<file path="src/hw/rtl/mrpp_pkg.sv">
// shared types and constants of the mqtt receive packet parser
package mrpp_pkg;

    // longest remaining-length field, in bytes (1 to 4)
    localparam int LEN_BYTES_MAX = 4;

    // configuration port
    localparam int PADDR_W = 3;
    localparam int PDATA_W = 32;
    localparam logic [PADDR_W-1:0] ADDR_HANDLER_ENABLE = 3'd0;
    localparam logic [3:0] HANDLER_ENABLE_RESET = 4'hf;

    // parser phases
    localparam logic [1:0] PH_TYPE = 2'd0;
    localparam logic [1:0] PH_LEN  = 2'd1;
    localparam logic [1:0] PH_BODY = 2'd2;

    // packet types (high nibble of the type byte)
    localparam logic [3:0] T_CONNACK  = 4'd2;
    localparam logic [3:0] T_PUBLISH  = 4'd3;
    localparam logic [3:0] T_SUBACK   = 4'd9;
    localparam logic [3:0] T_UNSUBACK = 4'd11;
    localparam logic [3:0] T_PINGRESP = 4'd13;

    // result status codes
    localparam logic [2:0] ST_OK         = 3'd0;
    localparam logic [2:0] ST_REFUSED    = 3'd1;
    localparam logic [2:0] ST_UNEXPECTED = 3'd2;
    localparam logic [2:0] ST_PUBLISH    = 3'd3;
    localparam logic [2:0] ST_PING       = 3'd4;
    localparam logic [2:0] ST_SUBACK     = 3'd5;

    // result kinds
    localparam logic [1:0] KIND_TOPIC   = 2'd0;
    localparam logic [1:0] KIND_PAYLOAD = 2'd1;
    localparam logic [1:0] KIND_STATUS  = 2'd2;

    // handler enable bits
    localparam int EN_PUBLISH  = 0;
    localparam int EN_PING     = 1;
    localparam int EN_SUBACK   = 2;
    localparam int EN_UNSUBACK = 3;

    // suback return codes
    localparam logic [7:0] SUBACK_GRANTED = 8'h00;
    localparam logic [7:0] SUBACK_FAILED  = 8'h80;

    // shortest publish body, expected ack lengths
    localparam logic [27:0] PUBLISH_MIN_LEN = 28'd6;
    localparam logic [27:0] SUBACK_LEN      = 28'd3;
    localparam logic [27:0] ACK2_LEN        = 28'd2;
    localparam logic [27:0] TOPIC_HDR_LEN   = 28'd2;

    // one result beat
    typedef struct packed {
        logic [1:0]  kind;
        logic [7:0]  data_byte;
        logic        last;
        logic [2:0]  status;
        logic [15:0] packet_ident;
        logic        granted;
        logic [7:0]  topic_len;
        logic [27:0] payload_len;
    } t_result;

endpackage

</file>
<file path="src/hw/rtl/mrpp_if.sv">
// stream interfaces for received bytes and parser results

// received byte channel
interface mrpp_rx_if;
    logic       valid;
    logic       ready;
    logic [7:0] rx_byte;

    modport source (output valid, output rx_byte, input ready);
    modport sink   (input valid, input rx_byte, output ready);
endinterface

// parser result channel
interface mrpp_res_if;
    logic        valid;
    logic        ready;
    logic [1:0]  kind;
    logic [7:0]  data_byte;
    logic        last;
    logic [2:0]  status;
    logic [15:0] packet_ident;
    logic        granted;
    logic [7:0]  topic_len;
    logic [27:0] payload_len;

    modport source (output valid, output kind, output data_byte, output last,
                    output status, output packet_ident, output granted,
                    output topic_len, output payload_len, input ready);
    modport sink   (input valid, input kind, input data_byte, input last,
                    input status, input packet_ident, input granted,
                    input topic_len, input payload_len, output ready);
endinterface

</file>
<file path="src/hw/rtl/mrpp_cfg.sv">
// apb register block holding the handler enable bits
module mrpp_cfg (
    input  logic                        i_clk,
    input  logic                        i_rst_n,
    input  logic                        psel,
    input  logic                        penable,
    input  logic                        pwrite,
    input  logic [mrpp_pkg::PADDR_W-1:0] paddr,
    input  logic [mrpp_pkg::PDATA_W-1:0] pwdata,
    output logic [mrpp_pkg::PDATA_W-1:0] prdata,
    output logic                        pready,
    output logic [3:0]                  o_handler_enable
);
    import mrpp_pkg::*;

    logic [3:0] r_enable;
    logic       wr_hit;

    // register decode on the word index
    assign wr_hit = psel && penable && pwrite
                    && (paddr[PADDR_W-1] == ADDR_HANDLER_ENABLE[PADDR_W-1]);

    always_ff @(posedge i_clk) begin
        if (!i_rst_n) begin
            r_enable <= HANDLER_ENABLE_RESET;
        end else if (wr_hit) begin
            r_enable <= pwdata[3:0];
        end
    end

    // read back
    always_comb begin
        prdata = '0;
        if (paddr[PADDR_W-1] == ADDR_HANDLER_ENABLE[PADDR_W-1]) begin
            prdata = {{(PDATA_W-4){1'b0}}, r_enable};
        end
    end

    assign pready           = 1'b1;
    assign o_handler_enable = r_enable;

endmodule

</file>
<file path="src/hw/rtl/mrpp_parse.sv">
// input byte register and packet parsing state machine
module mrpp_parse (
    input  logic              i_clk,
    input  logic              i_rst_n,
    input  logic              i_valid,
    input  logic [7:0]        i_byte,
    output logic              o_ready,
    input  logic [3:0]        i_handler_enable,
    input  logic              i_res_ready,
    output logic              o_res_valid,
    output mrpp_pkg::t_result o_res
);
    import mrpp_pkg::*;

    // input register
    logic       r_in_valid;
    logic [7:0] r_in_byte;
    logic       adv;

    // parser state
    logic [1:0]  r_phase,   n_phase;
    logic [3:0]  r_type,    n_type;
    logic [27:0] r_accum,   n_accum;
    logic [2:0]  r_lbc,     n_lbc;
    logic [27:0] r_bcount,  n_bcount;
    logic [7:0]  r_tls,     n_tls;
    logic [15:0] r_ident,   n_ident;
    logic [7:0]  r_code,    n_code;
    logic        r_bad,     n_bad;

    logic    res_valid;
    t_result res;

    // end-of-packet result built from the updated state
    function automatic t_result finish_res(
        input logic [3:0]  typ,
        input logic [3:0]  en,
        input logic [27:0] len,
        input logic [7:0]  tls,
        input logic [15:0] ident,
        input logic [7:0]  code,
        input logic        bad,
        input logic [1:0]  kind,
        input logic [7:0]  data
    );
        t_result r;
        r              = '0;
        r.kind         = KIND_STATUS;
        r.last         = 1'b1;
        r.status       = ST_OK;
        if (typ == T_PUBLISH && en[EN_PUBLISH]) begin
            if (len >= PUBLISH_MIN_LEN && !bad) begin
                r.kind        = kind;
                r.data_byte   = data;
                r.status      = ST_PUBLISH;
                r.topic_len   = tls;
                r.payload_len = len - {20'd0, tls} - TOPIC_HDR_LEN;
            end else begin
                r.status = ST_UNEXPECTED;
            end
        end else if (typ == T_PINGRESP && en[EN_PING]) begin
            r.status = ST_PING;
        end else if (typ == T_SUBACK && en[EN_SUBACK]) begin
            if (len != SUBACK_LEN || (code != SUBACK_GRANTED && code != SUBACK_FAILED)) begin
                r.status = ST_UNEXPECTED;
            end else begin
                r.status       = ST_SUBACK;
                r.packet_ident = ident;
                r.granted      = (code == SUBACK_GRANTED);
            end
        end else if (typ == T_UNSUBACK && en[EN_UNSUBACK]) begin
            if (len != ACK2_LEN) begin
                r.status = ST_UNEXPECTED;
            end else begin
                r.status       = ST_SUBACK;
                r.packet_ident = ident;
            end
        end else if (typ == T_CONNACK) begin
            if (len != ACK2_LEN) begin
                r.status = ST_UNEXPECTED;
            end else begin
                r.status = (code != 8'd0) ? ST_REFUSED : ST_OK;
            end
        end
        return r;
    endfunction

    // a byte moves on whenever the result register can take its beat
    assign adv     = r_in_valid && i_res_ready;
    assign o_ready = !r_in_valid || i_res_ready;

    always_ff @(posedge i_clk) begin
        if (!i_rst_n) begin
            r_in_valid <= 1'b0;
        end else if (o_ready) begin
            r_in_valid <= i_valid;
        end
    end

    always_ff @(posedge i_clk) begin
        if (o_ready && i_valid) begin
            r_in_byte <= i_byte;
        end
    end

    // next state and result for the registered byte
    always_comb begin
        logic [7:0]  b;
        logic        pub_act;
        logic        stream;
        logic [1:0]  kind;
        logic        is_last;
        logic [5:0]  shamt;
        b         = r_in_byte;
        n_phase   = r_phase;
        n_type    = r_type;
        n_accum   = r_accum;
        n_lbc     = r_lbc;
        n_bcount  = r_bcount;
        n_tls     = r_tls;
        n_ident   = r_ident;
        n_code    = r_code;
        n_bad     = r_bad;
        res_valid = 1'b0;
        res       = '0;
        pub_act   = (r_type == T_PUBLISH) && i_handler_enable[EN_PUBLISH];
        stream    = 1'b0;
        kind      = KIND_STATUS;
        is_last   = 1'b0;
        shamt     = 6'd0;
        case (r_phase)
            PH_LEN: begin
                // length group, low seven bits first
                if (r_lbc < 3'd4) begin
                    shamt   = 6'(r_lbc[1:0]) * 6'd7;
                    n_accum = r_accum | (28'(b[6:0]) << shamt);
                end
                n_lbc = r_lbc + 3'd1;
                if (!b[7]) begin
                    if (n_accum == 28'd0) begin
                        n_phase   = PH_TYPE;
                        res_valid = 1'b1;
                        res       = finish_res(r_type, i_handler_enable, n_accum, r_tls,
                                               r_ident, r_code, r_bad, KIND_STATUS, 8'd0);
                    end else begin
                        n_phase  = PH_BODY;
                        n_bcount = 28'd0;
                    end
                end else if (n_lbc >= 3'(LEN_BYTES_MAX)) begin
                    // overlong length field
                    n_phase    = PH_TYPE;
                    res_valid  = 1'b1;
                    res.kind   = KIND_STATUS;
                    res.last   = 1'b1;
                    res.status = ST_UNEXPECTED;
                end
            end
            PH_BODY: begin
                n_bcount = r_bcount + 28'd1;
                is_last  = (n_bcount == r_accum);
                if (pub_act) begin
                    // topic length low byte, then streamed topic and payload
                    if (r_bcount == 28'd1) begin
                        n_tls = b;
                        n_bad = (28'(b) + TOPIC_HDR_LEN) > r_accum;
                    end else if (r_bcount >= 28'd2 && r_accum >= PUBLISH_MIN_LEN && !r_bad) begin
                        stream = 1'b1;
                        kind   = (r_bcount < (28'(r_tls) + TOPIC_HDR_LEN)) ?
                                 KIND_TOPIC : KIND_PAYLOAD;
                    end
                    if (is_last) begin
                        n_phase   = PH_TYPE;
                        res_valid = 1'b1;
                        res       = finish_res(r_type, i_handler_enable, r_accum, n_tls,
                                               r_ident, r_code, n_bad, kind,
                                               stream ? b : 8'd0);
                    end else if (stream) begin
                        res_valid     = 1'b1;
                        res.kind      = kind;
                        res.data_byte = b;
                    end
                end else begin
                    // identifier and return code capture
                    if (r_bcount == 28'd0) begin
                        n_ident = {b, 8'd0};
                    end else if (r_bcount == 28'd1) begin
                        n_ident = {r_ident[15:8], b};
                    end
                    if (r_bcount == ((r_type == T_CONNACK) ? 28'd1 : 28'd2)) begin
                        n_code = b;
                    end
                    if (is_last) begin
                        n_phase   = PH_TYPE;
                        res_valid = 1'b1;
                        res       = finish_res(r_type, i_handler_enable, r_accum, r_tls,
                                               n_ident, n_code, r_bad, KIND_STATUS, 8'd0);
                    end
                end
            end
            default: begin
                // type byte opens a packet
                n_type   = b[7:4];
                n_accum  = 28'd0;
                n_lbc    = 3'd0;
                n_bcount = 28'd0;
                n_tls    = 8'd0;
                n_ident  = 16'd0;
                n_code   = 8'd0;
                n_bad    = 1'b0;
                n_phase  = PH_LEN;
            end
        endcase
    end

    always_ff @(posedge i_clk) begin
        if (!i_rst_n) begin
            r_phase  <= PH_TYPE;
            r_type   <= 4'd0;
            r_accum  <= 28'd0;
            r_lbc    <= 3'd0;
            r_bcount <= 28'd0;
            r_tls    <= 8'd0;
            r_ident  <= 16'd0;
            r_code   <= 8'd0;
            r_bad    <= 1'b0;
        end else if (adv) begin
            r_phase  <= n_phase;
            r_type   <= n_type;
            r_accum  <= n_accum;
            r_lbc    <= n_lbc;
            r_bcount <= n_bcount;
            r_tls    <= n_tls;
            r_ident  <= n_ident;
            r_code   <= n_code;
            r_bad    <= n_bad;
        end
    end

    assign o_res_valid = adv && res_valid;
    assign o_res       = res;

endmodule

</file>
<file path="src/hw/rtl/mrpp_out_reg.sv">
// result register between the parser and the result channel
module mrpp_out_reg (
    input  logic              i_clk,
    input  logic              i_rst_n,
    input  logic              i_valid,
    input  mrpp_pkg::t_result i_res,
    output logic              o_ready,
    output logic              o_valid,
    output mrpp_pkg::t_result o_res,
    input  logic              i_ready
);
    import mrpp_pkg::*;

    logic    r_valid, n_valid;
    t_result r_res;

    // free when empty or when the held beat leaves this cycle
    assign o_ready = !r_valid || i_ready;

    always_comb begin
        n_valid = r_valid;
        if (o_ready) begin
            n_valid = i_valid;
        end
    end

    always_ff @(posedge i_clk) begin
        if (!i_rst_n) begin
            r_valid <= 1'b0;
        end else begin
            r_valid <= n_valid;
        end
    end

    always_ff @(posedge i_clk) begin
        if (o_ready && i_valid) begin
            r_res <= i_res;
        end
    end

    assign o_valid = r_valid;
    assign o_res   = r_res;

endmodule

</file>
<file path="src/hw/rtl/mqtt_receive_packet_parser_top.sv">
// top level of the mqtt receive packet parser
//
//  channel   dir  handshake        payload
//  i_rx      in   valid / ready    rx_byte
//  o_res     out  valid / ready    kind, data_byte, last, status, packet_ident,
//                                  granted, topic_len, payload_len
//  apb       in   psel / penable   handler_enable at byte address 0
//
// one byte is taken per cycle while the result register can move; a byte is
// held in the input register, is parsed by the state machine and its result
// beat lands in the result register, from which it goes onto the channel.
// a stalled result register holds the input register, and the input side
// keeps taking bytes as long as the result register can move.
// reset is synchronous, active low; the parser then waits for a type byte.
module mqtt_receive_packet_parser_top (
    input  logic                         i_clk,
    input  logic                         i_rst_n,
    mrpp_rx_if.sink                      i_rx,
    mrpp_res_if.source                   o_res,
    input  logic                         psel,
    input  logic                         penable,
    input  logic                         pwrite,
    input  logic [mrpp_pkg::PADDR_W-1:0] paddr,
    input  logic [mrpp_pkg::PDATA_W-1:0] pwdata,
    output logic [mrpp_pkg::PDATA_W-1:0] prdata,
    output logic                         pready
);
    import mrpp_pkg::*;

    logic    [3:0] handler_enable;
    logic          parse_valid;
    t_result       parse_res;
    logic          out_ready;
    logic          res_valid;
    t_result       res;

    // configuration register
    mrpp_cfg u_cfg (
        .i_clk            (i_clk),
        .i_rst_n          (i_rst_n),
        .psel             (psel),
        .penable          (penable),
        .pwrite           (pwrite),
        .paddr            (paddr),
        .pwdata           (pwdata),
        .prdata           (prdata),
        .pready           (pready),
        .o_handler_enable (handler_enable)
    );

    // parser
    mrpp_parse u_parse (
        .i_clk            (i_clk),
        .i_rst_n          (i_rst_n),
        .i_valid          (i_rx.valid),
        .i_byte           (i_rx.rx_byte),
        .o_ready          (i_rx.ready),
        .i_handler_enable (handler_enable),
        .i_res_ready      (out_ready),
        .o_res_valid      (parse_valid),
        .o_res            (parse_res)
    );

    // result register
    mrpp_out_reg u_out (
        .i_clk   (i_clk),
        .i_rst_n (i_rst_n),
        .i_valid (parse_valid),
        .i_res   (parse_res),
        .o_ready (out_ready),
        .o_valid (res_valid),
        .o_res   (res),
        .i_ready (o_res.ready)
    );

    // result beat onto the channel
    assign o_res.valid        = res_valid;
    assign o_res.kind         = res.kind;
    assign o_res.data_byte    = res.data_byte;
    assign o_res.last         = res.last;
    assign o_res.status       = res.status;
    assign o_res.packet_ident = res.packet_ident;
    assign o_res.granted      = res.granted;
    assign o_res.topic_len    = res.topic_len;
    assign o_res.payload_len  = res.payload_len;

endmodule
</file>
<file path="src/flat_wrapper.sv">
// flat-port wrapper written by rule: the top's interface ports become plain ports
module mqtt_receive_packet_parser_top_flat import mrpp_pkg::*;
  (i_clk, i_rst_n, psel, penable, pwrite, paddr, pwdata, prdata, pready, i_rx_valid, i_rx_rx_byte, i_rx_ready, o_res_valid, o_res_kind, o_res_data_byte, o_res_last, o_res_status, o_res_packet_ident, o_res_granted, o_res_topic_len, o_res_payload_len, o_res_ready);
  mrpp_rx_if i_rx_i ();
  mrpp_res_if o_res_i ();
  input  logic i_clk;
  input  logic i_rst_n;
  input  logic psel;
  input  logic penable;
  input  logic pwrite;
  input  logic [mrpp_pkg::PADDR_W-1:0] paddr;
  input  logic [mrpp_pkg::PDATA_W-1:0] pwdata;
  output logic [mrpp_pkg::PDATA_W-1:0] prdata;
  output logic pready;
  input wire logic [$bits(i_rx_i.valid)-1:0] i_rx_valid;
  input wire logic [$bits(i_rx_i.rx_byte)-1:0] i_rx_rx_byte;
  output wire logic [$bits(i_rx_i.ready)-1:0] i_rx_ready;
  output wire logic [$bits(o_res_i.valid)-1:0] o_res_valid;
  output wire logic [$bits(o_res_i.kind)-1:0] o_res_kind;
  output wire logic [$bits(o_res_i.data_byte)-1:0] o_res_data_byte;
  output wire logic [$bits(o_res_i.last)-1:0] o_res_last;
  output wire logic [$bits(o_res_i.status)-1:0] o_res_status;
  output wire logic [$bits(o_res_i.packet_ident)-1:0] o_res_packet_ident;
  output wire logic [$bits(o_res_i.granted)-1:0] o_res_granted;
  output wire logic [$bits(o_res_i.topic_len)-1:0] o_res_topic_len;
  output wire logic [$bits(o_res_i.payload_len)-1:0] o_res_payload_len;
  input wire logic [$bits(o_res_i.ready)-1:0] o_res_ready;
  assign i_rx_i.valid = i_rx_valid;
  assign i_rx_i.rx_byte = i_rx_rx_byte;
  assign i_rx_ready = i_rx_i.ready;
  assign o_res_valid = o_res_i.valid;
  assign o_res_kind = o_res_i.kind;
  assign o_res_data_byte = o_res_i.data_byte;
  assign o_res_last = o_res_i.last;
  assign o_res_status = o_res_i.status;
  assign o_res_packet_ident = o_res_i.packet_ident;
  assign o_res_granted = o_res_i.granted;
  assign o_res_topic_len = o_res_i.topic_len;
  assign o_res_payload_len = o_res_i.payload_len;
  assign o_res_i.ready = o_res_ready;
  mqtt_receive_packet_parser_top u_core (.i_clk(i_clk), .i_rst_n(i_rst_n), .i_rx(i_rx_i), .o_res(o_res_i), .psel(psel), .penable(penable), .pwrite(pwrite), .paddr(paddr), .pwdata(pwdata), .prdata(prdata), .pready(pready));
endmodule
</file>
<file path="config.mk">
export PLATFORM = sky130hd
export DESIGN_NAME = mqtt_receive_packet_parser_top_flat
export DESIGN_NICKNAME = d
export VERILOG_FILES = /design/src/hw/rtl/mrpp_pkg.sv /design/src/hw/rtl/mrpp_if.sv /design/src/hw/rtl/mrpp_cfg.sv /design/src/hw/rtl/mrpp_parse.sv /design/src/hw/rtl/mrpp_out_reg.sv /design/src/hw/rtl/mqtt_receive_packet_parser_top.sv /design/src/flat_wrapper.sv
export SDC_FILE = /design/constraint.sdc
export NUM_CORES = 1
export LEC_CHECK = 0
export ABC_AREA = 1
export ABC_CLOCK_PERIOD_IN_PS = 5700
export BUFFER_PORTS_ARGS = -buffer_cell sky130_fd_sc_hd__buf_2
export CAP_MARGIN = 5
export CORE_MARGIN = 5
export CORE_UTILIZATION = 59
export CTS_CLUSTER_SIZE = 8
export DETAILED_ROUTE_END_ITERATION = 16
export PLACE_DENSITY = 0.89
export REMOVE_ABC_BUFFERS = 1
export SYNTH_ARGS = -nofsm -noshare
export SYNTH_HDL_FRONTEND = slang
export SYNTH_SLANG_ARGS = --single-unit
</file>
<file path="constraint.sdc">
create_clock -name i_clk -period 5.7 [get_ports i_clk]
set_input_delay 0.855 -clock i_clk [delete_from_list [all_inputs] [get_ports i_clk]]
set_output_delay 0.855 -clock i_clk [all_outputs]
set_load 0.005 [all_outputs]
</file>
# After elaboration in Yosys (flattened, before gate mapping)
# Index checks and enable logic that the tools add are counted.
# word_totals
inputBits	50
wordCells	199
reg_bits	179
out_inout_bits	102
# classes
eq_ne	22
addsub	8
mul	1
shift	1
n_reduce_logical	38
mux	96
magnitude_cmp	7
bitwise_logic	5
# ops
operator	n
67-bit two-way mux	3
67-bit one-hot mux with 2 select lines	1
28-bit two-way mux	4
28-bit by 2-bit inequality test with 1-bit output (second input constant)	4
28-bit one-hot mux with 2 select lines	2
36-bit two-way mux	3
16-bit two-way mux	6
8-bit two-way mux	11
17-bit two-way mux	5
57-bit two-way mux	1
28-bit by 3-bit >= comparator with 1-bit output (second input constant)	2
28-bit logical NOT	2
28-bit by 2-bit subtractor with 28-bit output (second input constant)	2
28-bit by 8-bit subtractor with 28-bit output	2
53-bit two-way mux	1
19-bit two-way mux	2
3-bit two-way mux	11
16-bit one-hot mux with 2 select lines	1
8-bit one-hot mux with 2 select lines	2
10-bit two-way mux	3
28-bit by 1-bit adder with 28-bit output (second input constant)	1
28-bit by 1-bit equality test with 1-bit output (second input constant)	1
28-bit by 2-bit equality test with 1-bit output	1
28-bit equality test	1
32 further kinds	106

# Longest topological paths before layout
# logic_depth
depth_word	16
ltp_mapped	25
depth_no_buf	25

# Modules after synthesis
# Synthesis repeated with hierarchy kept, for this count alone.
# hier_totals
cells_unflattened	1616
hier_area_um2	11225.8
# modules_own_cells
module	area_per_inst_um2	seq_area_each_um2	cells_each	instances
mrpp_parse	8738.4	2222.1	1482	1
mrpp_out_reg	2063.2	2031.9	74	1
mrpp_cfg	424.2	80.1	60	1

# Least setup slack after synthesis
# Ideal clock, no wire load.
# synth_timing
path_kind	register to register
start	register u_core.u_parse.r_bcount[7]
end	register u_core.u_out.r_res (netlist bit u_core.u_out.o_res[21]), data pin
path_stages_with_launch	26
path_buffers	1
setup_time_ps	269
t_required_ps	5431
slack_ps	1627
synth_period_minus_slack_ps	4073
arrival_ps	3804
cell_sequence	dfxtp_1 inv_1 nand4_1 nor2_1 nand2_1 nor2_1 nand3_1 clkbuf_1 o21ai_0 inv_1 ha_1 inv_1 ha_1 fa_1 nand3_1 nand2_1 nand2_1 o211ai_1 nor2_1 nand2_1 inv_1 nand2_1 inv_1 a21oi_1 a31oi_1 nor3_2
# synth_lines
item	line	rtl
start: declaration	mrpp_parse.sv:25	logic [27:0] r_bcount, n_bcount;
start signal: assignment	mrpp_parse.sv:231	r_bcount <= n_bcount;
end signal: assignment	mrpp_out_reg.sv:37	r_res <= i_res;
end: declaration	mrpp_out_reg.sv:15	t_result r_res;

==> flow_summary.yaml <==
cells_and_area:
  final_util_pct: 65.4
  n_antenna_cell: 0
  syn_to_final_growth_pct: 9.68
  layout_commonest_cell: "nand2_1"
  fin_nets: 1724
  final_cell_mix: "nand2_1, inv_1, nor2_1"
  drive_gt1_share_pct: 11.4
power:
  power.density_mw_per_mm2: 239
  pwr-share-clk_pct: 40.7
  combPwrFrac_pct: 12.2
  ir_drop_mv: 0.218
  p_int_mw: 2.05
  power.switching_uw: 867
  swShare_pct: 29.8
  leakagePower_nw: 5.04
  sequentialPowerShare_pct: 47.0
critical_path:
  end_kind: "flop"
  r2r_slack_ns: 0.62
  worstPathRequired_ns: 5.86
  cp.arrival_ns: 5.24
  startpoint: "u_core.u_parse.r_bcount[7]"
  reg2reg_from: "u_core.u_parse.r_bcount[7]"
  reg2reg_depth: 24
  r2r_end: "u_core.u_out.o_res[21]"
  path_max_fanout: 8
  worstSetupStartpointType: "flop"
  critPathKind: "flop to flop"
  critPathCapture: "u_core.u_out.o_res[21]"
synth:
  yosysWarnings: 0
  ys_ff_latch: 179
  syn_inst: 1563
  synth_area_mm2: 0.0111
  async_flop_share_pct: 0
  postSynthAreaPerCell_um2: 7.11
  ys_seq_area_share_pct: 39.0
  synthFlopType: "dfxtp_1"
  synthDistinctLibCells: 42
  synth_edf_count: 75
sta:
  finalHoldViolCount: 0
  finalSetupViolations: 0
  fmax_mhz: 197
  min_period_over_period_pct: 89.1
  tightest_slew_ns: 1.24
  worst_slack_ns: 0.621
  fin_tns_setup_ns: 0
  slew_headroom_pct: 17.1
  worst_clock_skew_ns: 0.0133
  slew_viol_final: 0
  rsz0062_at_grt: "no"
  period_minus_slack_ns: 5.08
placement:
  gp_congestion: 0.980
  place_ws_ns: 0.854
  hpwl_mm: 23.4
  portBuffers: 92
clock_tree:
  cts_hold_buf: 0
  cts_inserted_buffers: 17
  insertion_delay_ns: 0.44
  cts_root_buf: "clkbuf_16"
  cts_tree: "done"
  htree_levels: 4
  cts_sinks: 179
  postCtsSetupBuffers: 0
  clock_path_buffers: 2
  clk_pin_slew_ns: 0.08
  cts_resized: 0
detailed_routing:
  totalWireLength_mm: 32.4
  avgRoutedWirePerCell_um: 17.2
  drcViolationCount: 0
  final_antenna_net_count: 0
  drtIter0Drc: 1464
  firstDrtPassIters: 7
  vias: 11000
  via_per_inst: 5.85
die:
  rows: 50
  fp.dieW_um: 147
  dieArea_mm2: 0.0217
  io_pins: 152
  core_area_mm2: 0.0186
  dieHeight_um: 147
  start_util_pct: 59.6
grt:
  grt_overflow: 0
  grt_pass1_wl_mm: 51.2
  grt_pass1_vias: 10200
  antenna_found_initial: 0
  grt_max_degree: 48
  track_usage_pct: 29.1
run_status:
  status: "finished clean"
flow_run:
  maxCapViolations: 0
min_path:
  hold_class: "flop to flop"
synth_stat cells (all sizes together) (3+ instances only):
cell type  number  share of area (%)
nand3         115                5.3
nand2         395                 13
nor4            4               0.23
ha             42                4.7
xor2           23                1.8
o21ai          59                2.7
nor3           55                3.3
buf            43                2.7
xnor2           4               0.32
nor2          170                6.1
a21oi         131                5.9
nor3b           9               0.65
o211ai          6               0.41
a31oi           3               0.17
a211oi         21                1.4
inv           206                7.0
o22ai           6               0.34
nand4          30                1.7
clkbuf         33                1.1
edfxtp         75                 20
or2            19                1.1
dfxtp         104                 19
through the flow:
stage	instances	hold slack (ns)	total power, mW	instance area (um2)
floorplan	1514	0.441	1.63	10800
global placement	1846	0.447	1.73	11600
detailed placement	1846	0.453	1.74	11600
CTS	1878	0.467	2.89	12200
global route	1878	0.477	3.01	12200
finish	1878	0.468	2.91	12200
worst min-delay path by stage:
| stage | start | end | slack, ns | cells after the start |
|---|---|---|---|---|
| after global routing | u_core.u_parse.r_code[3] | u_core.u_parse.r_code[3] | 0.48 | 2 |
| after CTS | u_core.u_parse.r_ident[0] | u_core.u_parse.r_ident[0] | 0.47 | 2 |
| after floorplan | u_core.u_parse.r_ident[10] | u_core.u_parse.r_ident[10] | 0.44 | 2 |
| after global placement | u_core.u_parse.r_ident[14] | u_core.u_parse.r_ident[14] | 0.45 | 2 |
| final | u_core.u_parse.r_code[3] | u_core.u_parse.r_code[3] | 0.47 | 2 |
| after detailed placement | u_core.u_parse.r_ident[14] | u_core.u_parse.r_ident[14] | 0.45 | 2 |
per-layer routing:
metal / track usage, % / vias up / routed length (um)
met5: 0 / - / 0
met1: 39.7 / 5012 / 13100
met4: 12.0 / 0 / 1150
met3: 5.71 / 102 / 3610
met2: 45.4 / 680 / 14500
li1: - / 5201 / -
registers in the layout, indices dropped and copies added, names as in the netlist, 2 cells and up:
| signal | cells |
|---|---|
| u_core.u_parse.r_in_byte | 8 |
| u_core.u_parse.r_type | 4 |
| u_core.u_parse.r_tls | 8 |
| u_core.u_parse.r_ident | 16 |
| u_core.u_parse.r_accum | 28 |
| u_core.u_cfg.o_handler_enable | 4 |
| u_core.u_parse.r_phase | 2 |
| u_core.u_parse.r_lbc | 3 |
| u_core.u_out.o_res | 67 |
| u_core.u_parse.r_bcount | 28 |
| u_core.u_parse.r_code | 8 |
final cells by class:
| type | instances | area (um2) |
|---|---|---|
| flip-flops and latches | 179 | 4330 |
| multi-input cells | 1127 | 5680 |
| inverters | 208 | 782 |
| well taps | 234 | 293 |
| clock inverters | 14 | 156 |
| repair buffers | 98 | 505 |
| fillers | 1586 | 6450 |
| clock buffers | 18 | 439 |
power groups by stage:
stage                     clock network, mW  registers (mW)  logic, mW
after global placement                    0            1.40      0.331
after floorplan                           0            1.38      0.242
after global routing                   1.24            1.37      0.395
final                                  1.19            1.37      0.357
after CTS                              1.18            1.37      0.347
after detailed placement                  0            1.40      0.342
cells by family after synthesis:
group / synth area share (%)
fa+ha+maj: 4.91
simple gates: 31.7
flops: 39.0
buf+inv: 10.9
xor+xnor: 2.33
other cells: 0.0676
compound gates: 11.2
worst max-delay path, stage by stage, from the launching register on:
cell,delay (ns)
dfxtp_1,0.40
inv_1,0.14
nand4_1,0.11
nor2_1,0.09
nand2_1,0.08
nor2_1,0.47
nand3_1,0.42
o21ai_0,0.40
inv_1,0.11
ha_1,0.29
inv_1,0.04
ha_1,0.22
fa_1,0.43
nand3_1,0.10
nand2_1,0.11
nand2_1,0.09
o211ai_1,0.21
nor2_1,0.23
nand2_1,0.14
inv_1,0.09
nand2_1,0.13
inv_1,0.16
a21oi_1,0.08
a31oi_1,0.17
nor3_2,0.06
(Power assumes the default switching activity.)
